<file path="config.mk">
export PLATFORM = sky130hd
export DESIGN_NAME = dictionary_3bit_code_packer_unit_flat
export DESIGN_NICKNAME = d
export VERILOG_FILES = /design/src/rtl/core/dcp_pkg.sv /design/src/rtl/core/dcp_in_if.sv /design/src/rtl/core/dcp_out_if.sv /design/src/rtl/core/dcp_matcher.sv /design/src/rtl/core/dcp_packer.sv /design/src/rtl/core/dcp_out_fifo.sv /design/src/rtl/core/dictionary_3bit_code_packer_unit.sv /design/src/flat_wrapper.sv
export SDC_FILE = /design/constraint.sdc
export NUM_CORES = 1
export LEC_CHECK = 0
export BUFFER_PORTS_ARGS = -buffer_cell sky130_fd_sc_hd__buf_2
export CORE_AREA = 4 4 105 107
export DETAILED_ROUTE_END_ITERATION = 12
export DIE_AREA = 0 0 109 111
export GPL_TIMING_DRIVEN = 1
export PLACE_DENSITY = 0.88
export SLEW_MARGIN = 20
export SYNTH_ARGS = -nofsm -noshare
export SYNTH_HDL_FRONTEND = slang
export SYNTH_SLANG_ARGS = --single-unit
export TNS_END_PERCENT = 1
</file>
<file path="constraint.sdc">
create_clock -name clk_i -period 4.7 [get_ports clk_i]
set_input_delay 0.705 -clock clk_i [delete_from_list [all_inputs] [get_ports clk_i]]
set_output_delay 0.705 -clock clk_i [all_outputs]
set_load 0.005 [all_outputs]
</file>
<file path="src/rtl/core/dcp_pkg.sv">
// Package for the dictionary 3-bit code packer.
// Holds the shared widths, register indexes and the result record type.
// No dependencies.
package dcp_pkg;

  localparam int unsigned DictSlots = 7;
  localparam int unsigned CodeW     = 3;
  localparam int unsigned ByteW     = 8;
  localparam int unsigned CfgIdxW   = 3;
  localparam int unsigned FillW     = 3;
  localparam int unsigned FifoDepth = 4;
  localparam int unsigned FifoAw    = 2;
  localparam int unsigned FifoCntW  = 3;

  localparam logic [CodeW-1:0]   TermCode     = 3'd7;
  localparam logic [CfgIdxW-1:0] RegDictLen   = 3'd0;
  localparam logic [CfgIdxW-1:0] RegDictChar0 = 3'd1;

  typedef struct packed {
    logic [ByteW-1:0] packed_byte;
    logic             final_byte;
    logic             unmatched;
  } res_t;

endpackage

</file>
<file path="src/rtl/core/dcp_in_if.sv">
// Input channel of the dictionary code packer: valid/ready plus one input item.
// Depends on dcp_pkg.
interface dcp_in_if;
  logic                     valid;
  logic                     ready;
  logic                     action;
  logic [dcp_pkg::ByteW-1:0] symbol;

  modport source (output valid, action, symbol, input ready);
  modport sink (input valid, action, symbol, output ready);
endinterface

</file>
<file path="src/rtl/core/dcp_out_if.sv">
// Output channel of the dictionary code packer: valid/ready plus one result item.
// Depends on dcp_pkg.
interface dcp_out_if;
  logic                     valid;
  logic                     ready;
  logic [dcp_pkg::ByteW-1:0] packed_byte;
  logic                     final_byte;
  logic                     unmatched;

  modport source (output valid, packed_byte, final_byte, unmatched, input ready);
  modport sink (input valid, packed_byte, final_byte, unmatched, output ready);
endinterface

</file>
<file path="src/rtl/core/dcp_matcher.sv">
// Dictionary registers and the parallel symbol lookup.
// Depends on dcp_pkg.
module dcp_matcher (
  input  logic                        clk_i,
  input  logic                        rst_ni,
  input  logic                        cfg_we_i,
  input  logic [dcp_pkg::CfgIdxW-1:0] cfg_idx_i,
  input  logic [dcp_pkg::ByteW-1:0]   cfg_data_i,
  input  logic [dcp_pkg::ByteW-1:0]   symbol_i,
  output logic [dcp_pkg::CodeW-1:0]   code_o
);

  logic [dcp_pkg::CodeW-1:0] dict_len_q;
  logic [dcp_pkg::ByteW-1:0] dict_char_q [dcp_pkg::DictSlots];

  always_ff @(posedge clk_i or negedge rst_ni) begin
    if (!rst_ni) begin
      dict_len_q <= '0;
      for (int k = 0; k < dcp_pkg::DictSlots; k++) begin
        dict_char_q[k] <= '0;
      end
    end else if (cfg_we_i) begin
      if (cfg_idx_i == dcp_pkg::RegDictLen) begin
        dict_len_q <= cfg_data_i[dcp_pkg::CodeW-1:0];
      end else begin
        dict_char_q[cfg_idx_i - dcp_pkg::RegDictChar0] <= cfg_data_i;
      end
    end
  end

  // Scan from the top entry down so the lowest matching entry wins.
  always_comb begin
    code_o = dcp_pkg::TermCode;
    for (int k = dcp_pkg::DictSlots - 1; k >= 0; k--) begin
      if ((dcp_pkg::CodeW'(k) < dict_len_q) && (dict_char_q[k] == symbol_i)) begin
        code_o = dcp_pkg::CodeW'(k);
      end
    end
  end

endmodule

</file>
<file path="src/rtl/core/dcp_packer.sv">
// Bit packer: keeps the partial byte and fill count and forms up to two results.
// Depends on dcp_pkg.
module dcp_packer (
  input  logic                      clk_i,
  input  logic                      rst_ni,
  input  logic                      step_i,
  input  logic                      action_i,
  input  logic [dcp_pkg::CodeW-1:0] code_i,
  output dcp_pkg::res_t             res0_o,
  output dcp_pkg::res_t             res1_o,
  output logic [1:0]                res_cnt_o
);

  logic [dcp_pkg::ByteW-1:0] partial_q, partial_d;
  logic [dcp_pkg::FillW-1:0] fill_q, fill_d;
  logic [dcp_pkg::CodeW-1:0] code;
  logic [2*dcp_pkg::ByteW-1:0] word;
  logic [dcp_pkg::FillW:0]   total;
  logic                      done;
  logic [dcp_pkg::ByteW-1:0] done_byte;
  logic [dcp_pkg::ByteW-1:0] next_partial;
  logic [dcp_pkg::FillW-1:0] next_fill;

  always_comb begin
    code  = action_i ? dcp_pkg::TermCode : code_i;
    word  = {partial_q, 8'h00} | (16'(code) << (4'd13 - {1'b0, fill_q}));
    total = {1'b0, fill_q} + 4'd3;
    done  = total >= 4'd8;
    done_byte = word[15:8];
    if (done) begin
      next_partial = word[7:0];
      next_fill    = dcp_pkg::FillW'(total - 4'd8);
    end else begin
      next_partial = word[15:8];
      next_fill    = total[dcp_pkg::FillW-1:0];
    end

    res1_o.packed_byte = next_partial;
    res1_o.final_byte  = 1'b1;
    res1_o.unmatched   = 1'b0;

    if (!action_i) begin
      res0_o.packed_byte = done_byte;
      res0_o.final_byte  = 1'b0;
      res0_o.unmatched   = code == dcp_pkg::TermCode;
      res_cnt_o          = {1'b0, done};
      partial_d          = next_partial;
      fill_d             = next_fill;
    end else begin
      // A flush sends a completed byte if there is one, then any leftover bits.
      res0_o.packed_byte = done ? done_byte : next_partial;
      res0_o.final_byte  = done ? (next_fill == '0) : 1'b1;
      res0_o.unmatched   = 1'b0;
      res_cnt_o          = (done && next_fill != '0) ? 2'd2 : 2'd1;
      partial_d          = '0;
      fill_d             = '0;
    end
  end

  always_ff @(posedge clk_i or negedge rst_ni) begin
    if (!rst_ni) begin
      partial_q <= '0;
      fill_q    <= '0;
    end else if (step_i) begin
      partial_q <= partial_d;
      fill_q    <= fill_d;
    end
  end

endmodule

</file>
<file path="src/rtl/core/dcp_out_fifo.sv">
// Result queue: takes up to two result items a cycle and releases one a cycle while the receiver is ready.
// Depends on dcp_pkg.
module dcp_out_fifo (
  input  logic                clk_i,
  input  logic                rst_ni,
  input  logic [1:0]          push_cnt_i,
  input  dcp_pkg::res_t       push0_i,
  input  dcp_pkg::res_t       push1_i,
  output logic                space2_o,
  output logic                valid_o,
  input  logic                pop_i,
  output dcp_pkg::res_t       head_o
);

  dcp_pkg::res_t               mem_q [dcp_pkg::FifoDepth];
  logic [dcp_pkg::FifoAw-1:0]  wr_ptr_q, wr_ptr_d;
  logic [dcp_pkg::FifoAw-1:0]  rd_ptr_q, rd_ptr_d;
  logic [dcp_pkg::FifoCntW-1:0] cnt_q, cnt_d;
  logic                        pop;

  assign valid_o  = cnt_q != '0;
  assign pop      = pop_i && valid_o;
  assign space2_o = cnt_q <= dcp_pkg::FifoCntW'(dcp_pkg::FifoDepth - 2);
  assign head_o   = mem_q[rd_ptr_q];

  always_comb begin
    wr_ptr_d = wr_ptr_q + dcp_pkg::FifoAw'(push_cnt_i);
    rd_ptr_d = rd_ptr_q + dcp_pkg::FifoAw'(pop);
    cnt_d    = cnt_q + dcp_pkg::FifoCntW'(push_cnt_i) - dcp_pkg::FifoCntW'(pop);
  end

  always_ff @(posedge clk_i) begin
    if (push_cnt_i != 2'd0) begin
      mem_q[wr_ptr_q] <= push0_i;
    end
    if (push_cnt_i == 2'd2) begin
      mem_q[wr_ptr_q + dcp_pkg::FifoAw'(1)] <= push1_i;
    end
  end

  always_ff @(posedge clk_i or negedge rst_ni) begin
    if (!rst_ni) begin
      wr_ptr_q <= '0;
      rd_ptr_q <= '0;
      cnt_q    <= '0;
    end else begin
      wr_ptr_q <= wr_ptr_d;
      rd_ptr_q <= rd_ptr_d;
      cnt_q    <= cnt_d;
    end
  end

endmodule

</file>
<file path="src/rtl/core/dictionary_3bit_code_packer_unit.sv">
// Dictionary 3-bit code packer. Each input item is either a symbol byte or an
// end-of-stream flush. A symbol is compared at once against up to seven
// dictionary characters and becomes the 3-bit code of the lowest matching
// entry, or 7 if none matches. Codes are packed MSB first into bytes, and a
// byte is sent as soon as it is complete; its unmatched flag is set when the
// symbol that completed it was not in the dictionary. A flush appends the
// terminator code 7, sends what remains padded with zeros (one or two items,
// the last marked final_byte), and empties the packer. An item is registered
// when accepted, then coded, packed and written into the result queue, whose
// head drives the output, once the queue has room for two results. The block
// takes one item per cycle while there is that room; the two bytes of a flush
// leave one at a time through the single output port, which the four-entry queue absorbs.
// Dictionary registers must be written only while no items are in flight.
// Depends on dcp_pkg, dcp_in_if, dcp_out_if, dcp_matcher, dcp_packer and
// dcp_out_fifo.
module dictionary_3bit_code_packer_unit (
  input  logic                        clk_i,
  input  logic                        rst_ni,
  dcp_in_if.sink                      in_i,
  dcp_out_if.source                   out_o,
  input  logic                        cfg_we_i,
  input  logic [dcp_pkg::CfgIdxW-1:0] cfg_idx_i,
  input  logic [dcp_pkg::ByteW-1:0]   cfg_data_i
);

  // Input register stage.
  logic                       in_valid_q;
  logic                       action_q;
  logic [dcp_pkg::ByteW-1:0]  symbol_q;

  logic                       fire;
  logic                       space2;
  logic [dcp_pkg::CodeW-1:0]  code;
  dcp_pkg::res_t              res0;
  dcp_pkg::res_t              res1;
  logic [1:0]                 res_cnt;
  logic [1:0]                 push_cnt;
  dcp_pkg::res_t              head;

  // The held item is processed whenever the queue has room for two results.
  assign fire        = in_valid_q && space2;
  assign in_i.ready  = !in_valid_q || fire;
  assign push_cnt    = fire ? res_cnt : 2'd0;

  always_ff @(posedge clk_i or negedge rst_ni) begin
    if (!rst_ni) begin
      in_valid_q <= 1'b0;
    end else if (in_i.ready) begin
      in_valid_q <= in_i.valid;
    end
  end

  always_ff @(posedge clk_i) begin
    if (in_i.ready && in_i.valid) begin
      action_q <= in_i.action;
      symbol_q <= in_i.symbol;
    end
  end

  dcp_matcher u_matcher (
    .clk_i      (clk_i),
    .rst_ni     (rst_ni),
    .cfg_we_i   (cfg_we_i),
    .cfg_idx_i  (cfg_idx_i),
    .cfg_data_i (cfg_data_i),
    .symbol_i   (symbol_q),
    .code_o     (code)
  );

  dcp_packer u_packer (
    .clk_i     (clk_i),
    .rst_ni    (rst_ni),
    .step_i    (fire),
    .action_i  (action_q),
    .code_i    (code),
    .res0_o    (res0),
    .res1_o    (res1),
    .res_cnt_o (res_cnt)
  );

  dcp_out_fifo u_out_fifo (
    .clk_i      (clk_i),
    .rst_ni     (rst_ni),
    .push_cnt_i (push_cnt),
    .push0_i    (res0),
    .push1_i    (res1),
    .space2_o   (space2),
    .valid_o    (out_o.valid),
    .pop_i      (out_o.ready),
    .head_o     (head)
  );

  assign out_o.packed_byte = head.packed_byte;
  assign out_o.final_byte  = head.final_byte;
  assign out_o.unmatched   = head.unmatched;

endmodule

</file>
<file path="src/flat_wrapper.sv">
// flat-port wrapper written by rule: the top's interface ports become plain ports
module dictionary_3bit_code_packer_unit_flat 
  (clk_i, rst_ni, cfg_we_i, cfg_idx_i, cfg_data_i, in_i_valid, in_i_action, in_i_symbol, in_i_ready, out_o_valid, out_o_packed_byte, out_o_final_byte, out_o_unmatched, out_o_ready);
  dcp_in_if in_i_i ();
  dcp_out_if out_o_i ();
  input  logic clk_i;
  input  logic rst_ni;
  input  logic cfg_we_i;
  input  logic [dcp_pkg::CfgIdxW-1:0] cfg_idx_i;
  input  logic [dcp_pkg::ByteW-1:0] cfg_data_i;
  input wire logic [$bits(in_i_i.valid)-1:0] in_i_valid;
  input wire logic [$bits(in_i_i.action)-1:0] in_i_action;
  input wire logic [$bits(in_i_i.symbol)-1:0] in_i_symbol;
  output wire logic [$bits(in_i_i.ready)-1:0] in_i_ready;
  output wire logic [$bits(out_o_i.valid)-1:0] out_o_valid;
  output wire logic [$bits(out_o_i.packed_byte)-1:0] out_o_packed_byte;
  output wire logic [$bits(out_o_i.final_byte)-1:0] out_o_final_byte;
  output wire logic [$bits(out_o_i.unmatched)-1:0] out_o_unmatched;
  input wire logic [$bits(out_o_i.ready)-1:0] out_o_ready;
  assign in_i_i.valid = in_i_valid;
  assign in_i_i.action = in_i_action;
  assign in_i_i.symbol = in_i_symbol;
  assign in_i_ready = in_i_i.ready;
  assign out_o_valid = out_o_i.valid;
  assign out_o_packed_byte = out_o_i.packed_byte;
  assign out_o_final_byte = out_o_i.final_byte;
  assign out_o_unmatched = out_o_i.unmatched;
  assign out_o_i.ready = out_o_ready;
  dictionary_3bit_code_packer_unit u_core (.clk_i(clk_i), .rst_ni(rst_ni), .in_i(in_i_i), .out_o(out_o_i), .cfg_we_i(cfg_we_i), .cfg_idx_i(cfg_idx_i), .cfg_data_i(cfg_data_i));
endmodule
</file>
==> metrics.csv, run 1 <==
stage;metric;value;unit
sta;unrepaired setup endpoints after global routing;false;
worst_setup_path;kind of critical path;reg2reg;
final_layout;Finished Layout Cells;709;
route;final WL;15600;um
logic_synthesis;area leader, netlist;dfrtp_1;
final_layout;Area Growth Syn to Fin;12.8;%
run_status;status;complete, no violations;
sta;Final period util;80.3;%
route;drt via density;6.63;
route;via count;4702;
placed_design;Post-DP HPWL;10400;um
worst_setup_path;Setup crit end kind;register;
clock_tree;clock latency on the worst-skew pair;530;ps
grt;number of global-route vias before repair;4718;
sta;worst-margin pin slew;984;ps
route;wire per inst;22.0;um
clock_tree;clock buffer count from CTS;17;
clock_tree;Root Buffer;clkbuf_8;
route;DR WL met3;1460;um
clock_tree;Clk pin slew, worst setup/hold paths;60;ps
grt;initial antenna violation count;1;
power;VDD IR max;0.000308;V
worst_setup_path;Arr. time, crit path;4020;ps
clock_tree;clk buf depth;2;
placed_design;gpl congestion;0.945;
logic_synthesis;flops & latches, synth;127;
logic_synthesis;number of synthesized flops with an enable pin;41;
die;Chip Height;111;um
placed_design;# port buffers;36;
route;top routing layer in use;met5;
clock_tree;# hold bufs at CTS;0;
logic_synthesis;syn_nets;570;
power;Final Power;4760;uW
sta;Final Hold Fails;0;
power;Leakage;0.00288;uW
route;Pre-antenna DRT Iters;8;
sta;fmax;265;MHz
grt;largest net degree at the start of global routing;79;
grt;first-pass GRT wire length;25600;um
hold_path;hold crit path type;in2async;
worst_setup_path;Crit path required time;4950;ps
logic_synthesis;ys flop type;dfrtp_1;
logic_synthesis;most instantiated cells after synthesis;78 x dfrtp_1, 59 x mux2_2, 41 x edfxtp_1;
die;die area;12100;um2
placed_design;DP Cell Count;677;
worst_setup_path;reg-to-reg startpoint;u_core.u_packer.fill_q[1];
route;met1 wire length;6210;um
route;post-route ant nets;0;
sta;skew final;4.75;ps
grt;GR Overflow Total;0;
logic_synthesis;post-synth cell types;64;
logic_synthesis;cells after synthesis;533;
worst_setup_path;crit start category;register;
clock_tree;CTS tree;built;
clock_tree;PostCTS Resize Cnt;0;
worst_setup_path;Worst Reg-to-Reg Cells;8;
logic_synthesis;top cell type's share of synthesized area;30.1;%
logic_synthesis;top cells by area, synth;dfrtp_1 30%, edfxtp_1 19%, mux2_2 10%;
sta;Final Max Tran Viols;0;
final_layout;ant diodes;0;
sta;Slew Limit Headroom;34.4;%
grt;GRT Util Overall;27.8;%
die;core area;10100;um2
logic_synthesis;Ys Warns;0;
clock_tree;setup bufs post-CTS;0;
logic_synthesis;sequential element share of the synthesized area;51.6;%
worst_setup_path;Worst R2R End;u_core.u_out_fifo.mem_q[3][2];
power;power per cell area;651;nW/um2
route;met2 WL;7590;um
sta;hold slack;313;ps
final_layout;final core utilization;72.2;%
route;DRC viols;0;
final_layout;share of layout cells above drive strength 1;28.4;%
worst_setup_path;R2R setup slack;920;ps
sta;final setup fails;0;
flow_run;max-cap check violation count;0;
clock_tree;CTS HTree Levels;4;
sta;setup TNS;0;ps
die;Die Wd;109;um
logic_synthesis;fraction of registers with async set or reset after synthesis;61.4;%
die;Starting Density;64.0;%
logic_synthesis;count leader, synth;dfrtp_1;
die;num rows;37;
route;initial drt markers;689;
clock_tree;Sink Count;127;
logic_synthesis;Netlist Area Pre-Place;6480;um2
final_layout;fin nets;597;
logic_synthesis;Avg Synthesized Cell Area;12.2;um2
sta;Tmin final;3780;ps
die;Ports;37;
worst_setup_path;CP Max Fanout;14;
-- registers in the layout, indices dropped and copies added, names as in the netlist --
name                          cells
u_core.u_out_fifo.mem_q          40
u_core.u_out_fifo.rd_ptr_q        2
u_core.u_out_fifo.cnt_q           3
u_core.u_matcher.dict_char_q     56
u_core.symbol_q                   8
u_core.u_matcher.dict_len_q       3
u_core.u_packer.fill_q            3
u_core.in_valid_q                 1
u_core.u_packer.partial_q         8
u_core.action_q                   1
u_core.u_out_fifo.wr_ptr_q        2
-- power breakdown --
group          internal [uW]  total, uW  switching [uW]
clock network            809       1300             488
logic                    709       1610             903
registers               1500       1850             359
total                   3010       4760            1750
-- kinds of logic (layout without fill, tap and decap cells) --
kind of cell	Yosys count	in the layout	share of synthesized area [%]
flip-flops	127	127	51.6
AND/OR/NAND/NOR	117	117	9.36
AO/OA/AOI/OAI	98	98	11.1
multiplexers	69	69	13.7
XOR/XNOR	60	60	8.22
buffers and inverters	50	90	3.59
adder cells (fa/ha/maj)	12	12	2.43
-- critical path, stage by stage (launching register included) --
cell	delay, ps
dfrtp_1	550
inv_1	240
ha_1	270
a21oi_1	770
a21oi_1	420
nand3_1	550
nor2_1	100
a31oi_1	380
o22ai_1	200
-- per-stage QoR --
step,setup WS (ps),instance area [um2]
5_1_grt,734,7320
4_1_cts,1070,7290
3_3_place_gp,1310,6690
6_report,924,7320
2_1_floorplan,1710,6480
3_5_place_dp,1230,6690
-- layout by cell type (no fill, tap or decap), types with 17 or more instances in the layout --
master     count
xor2_1        25
mux2_2        59
clkbuf_16     18
edfxtp_1      41
dfrtp_1       78
o22ai_1       27
o21ai_0       17
buf_2         35
inv_1         19
nand3_1       19
nand2_1       33
xnor2_1       34
-- layout make-up --
cell class	instances	area [um2]
flip-flops and latches	127	3340
clock inverters	10	96.3
multi-input cells	356	2940
clock buffers	22	505
fillers	616	2820
inverters	22	82.6
repair buffers	36	183
well taps	136	170
-- metal layers --
metal,up-vias,global-route usage (%)
li1,2047,-
met5,-,0
met4,2,9.26
met3,48,7.86
met1,2310,36.7
met2,295,44.0
-- worst max path at each step --
stage	from	to	slack, ps	cells after the start
global route	u_core.u_packer.fill_q[1]	u_core.u_out_fifo.cnt_q[2]	730	12
detailed placement	u_core.u_packer.fill_q[0]	u_core.u_out_fifo.cnt_q[2]	1230	11
floorplan	u_core.u_packer.fill_q[0]	u_core.u_out_fifo.cnt_q[2]	1710	12
global placement	u_core.u_packer.fill_q[1]	u_core.u_out_fifo.cnt_q[2]	1310	11
finish	u_core.u_packer.fill_q[1]	u_core.u_out_fifo.mem_q[3][2]	920	8
CTS	u_core.u_packer.fill_q[1]	u_core.u_out_fifo.cnt_q[2]	1070	12
Note: power is estimated with default switching activity, not from simulation.
==> run 2: changes to the inputs <==
- CORE_AREA: 4 4 105 107 -> 4 4 109 111
- DIE_AREA: 0 0 109 111 -> 0 0 113 115
- PLACE_DENSITY: 0.88 -> 0.83
- clock period: 4.7 -> 3.8 ns (I/O delays scaled with it)
==> metrics.csv, run 2 (same netlist as run 1, synthesis figures left out) <==
stage;metric;value;unit
clock_tree;Sink Count;127;
placed_design;Post-DP HPWL;10500;um
final_layout;Area Growth Syn to Fin;13.2;%
clock_tree;setup bufs post-CTS;0;
route;initial drt markers;416;
grt;largest net degree at the start of global routing;79;
route;wire per inst;20.6;um
sta;Final Hold Fails;0;
grt;GR Overflow Total;0;
worst_setup_path;Worst R2R End;u_core.u_out_fifo.cnt_q[2];
final_layout;most frequent cells in the layout;78 x dfrtp_1, 59 x mux2_2, 41 x edfxtp_1;
die;Die Wd;113;um
sta;Final period util;89.2;%
worst_setup_path;Setup crit end kind;register;
hold_path;hold crit path type;in2async;
worst_setup_path;slowest CP cell;ha_1;
worst_setup_path;R2R setup slack;410;ps
clock_tree;Root Buffer;clkbuf_8;
final_layout;ant diodes;0;
route;Pre-antenna DRT Iters;5;
worst_setup_path;CP Max Fanout;16;
route;final WL;14900;um
worst_setup_path;Crit path max-delay family;adder cells;
die;Ports;37;
placed_design;gpl congestion;0.899;
grt;initial antenna violation count;0;
final_layout;max FFs per register;56;
final_layout;fin nets;607;
final_layout;Biggest register;u_core.u_matcher.dict_char_q;
route;drt via density;6.28;
final_layout;share of layout cells above drive strength 1;28.8;%
die;Starting Density;60.1;%
power;Leakage;0.00289;uW
worst_setup_path;Worst Reg-to-Reg Cells;11;
clock_tree;clock buffer count from CTS;17;
clock_tree;PostCTS Resize Cnt;0;
flow_run;max-cap check violation count;0;
sta;setup TNS;0;ps
sta;unrepaired setup endpoints after global routing;false;
die;die area;13000;um2
sta;worst-margin pin slew;977;ps
die;core area;10800;um2
grt;number of global-route vias before repair;4631;
clock_tree;# hold bufs at CTS;0;
sta;Final Max Tran Viols;0;
sta;final worst slack;411;ps
grt;GRT Util Overall;24.3;%
clock_tree;clock latency on the worst-skew pair;520;ps
worst_setup_path;slowest cell delay on critical path;640;ps
sta;skew final;7.19;ps
placed_design;Place WS;508;ps
sta;fmax;295;MHz
grt;first-pass GRT wire length;24400;um
die;num rows;38;
route;DRC viols;0;
die;Chip Height;115;um
placed_design;# port buffers;36;
sta;Slew Limit Headroom;34.9;%
worst_setup_path;Buf/Inv on CP;2;
worst_setup_path;Crit path required time;4200;ps
route;post-route ant nets;0;
worst_setup_path;reg-to-reg startpoint;u_core.u_packer.fill_q[1];
power;VDD IR max;0.000370;V
clock_tree;clk buf depth;2;
worst_setup_path;cell chain of the critical path;ha_1, a21oi_1, a21oi_1, nand2_1, nor2_1, buf_4, inv_1, ha_1, fa_1, xor2_1, xnor2_1;
sta;Tmin final;3390;ps
worst_setup_path;crit start category;register;
final_layout;largest registers;u_core.u_matcher.dict_char_q: 56 flops, u_core.u_out_fifo.mem_q: 40 flops;
clock_tree;Clk pin slew, worst setup/hold paths;60;ps
clock_tree;CTS HTree Levels;4;
clock_tree;CTS tree;built;
power;power per cell area;790;nW/um2
final_layout;most common cell after layout, fill and taps aside;dfrtp_1;
worst_setup_path;kind of critical path;reg2reg;
route;via count;4542;
worst_setup_path;Arr. time, crit path;3790;ps
run_status;status;complete, no violations;
sta;final setup fails;0;
[run 2: metal layers]
layer  global-route usage, %  vias to the layer above  routed length, um
met3                    5.05                       26                891
met2                    41.5                      181               7560
met1                    31.1                     2270               6210
li1                        -                     2065                  -
met4                    8.25                        0                221
met5                       0                        -                  0
[run 2: layout make-up]
type	count	area (um2)
fillers	744	3450
flip-flops and latches	127	3340
multi-input cells	356	2910
clock buffers	19	432
repair buffers	46	258
well taps	140	175
clock inverters	13	139
inverters	22	82.6
[run 2: power by group]
group / total [uW] / internal, uW / switching (uW)
clock: 1550 / 949 / 601
sequential: 2270 / 1850 / 425
combinational: 1970 / 892 / 1080
total: 5800 / 3690 / 2110
[run 2: stage by stage]
stage          util (%)  cell area, um2  hold WS [ps]  power [uW]  instances
4_1_cts            68.0            7340           202        5790        723
2_1_floorplan         -            6480           274        3660        533
3_3_place_gp       62.7            6770           444        4110        691
3_5_place_dp       62.7            6770           448        4220        691
5_1_grt            68.0            7340           203        6120        723
6_report           68.0            7340           183        5800        723
[run 2: worst reg2reg max path, delay by kind of cell (launching register included)]
kind                       cells  cell delay [ps]
adders and majority gates      3             1400
DFF                            1              560
AOI/OAI and AO/OA              2              520
xor gates and xnor gates       2              300
buffers and inverters          2              290
and+or+nand+nor                2              220
[run 2: worst max-delay path by stage]
stage / from / endpoint / depth (start not counted)
2_1_floorplan: u_core.u_packer.fill_q[0] / u_core.u_out_fifo.cnt_q[2] / 12
3_3_place_gp: u_core.u_packer.fill_q[0] / u_core.u_out_fifo.mem_q[1][8] / 10
5_1_grt: u_core.u_packer.fill_q[0] / u_core.u_out_fifo.mem_q[1][8] / 10
4_1_cts: u_core.u_packer.fill_q[1] / u_core.u_out_fifo.cnt_q[2] / 11
6_report: u_core.u_packer.fill_q[1] / u_core.u_out_fifo.cnt_q[2] / 11
3_5_place_dp: u_core.u_packer.fill_q[0] / u_core.u_out_fifo.cnt_q[2] / 12
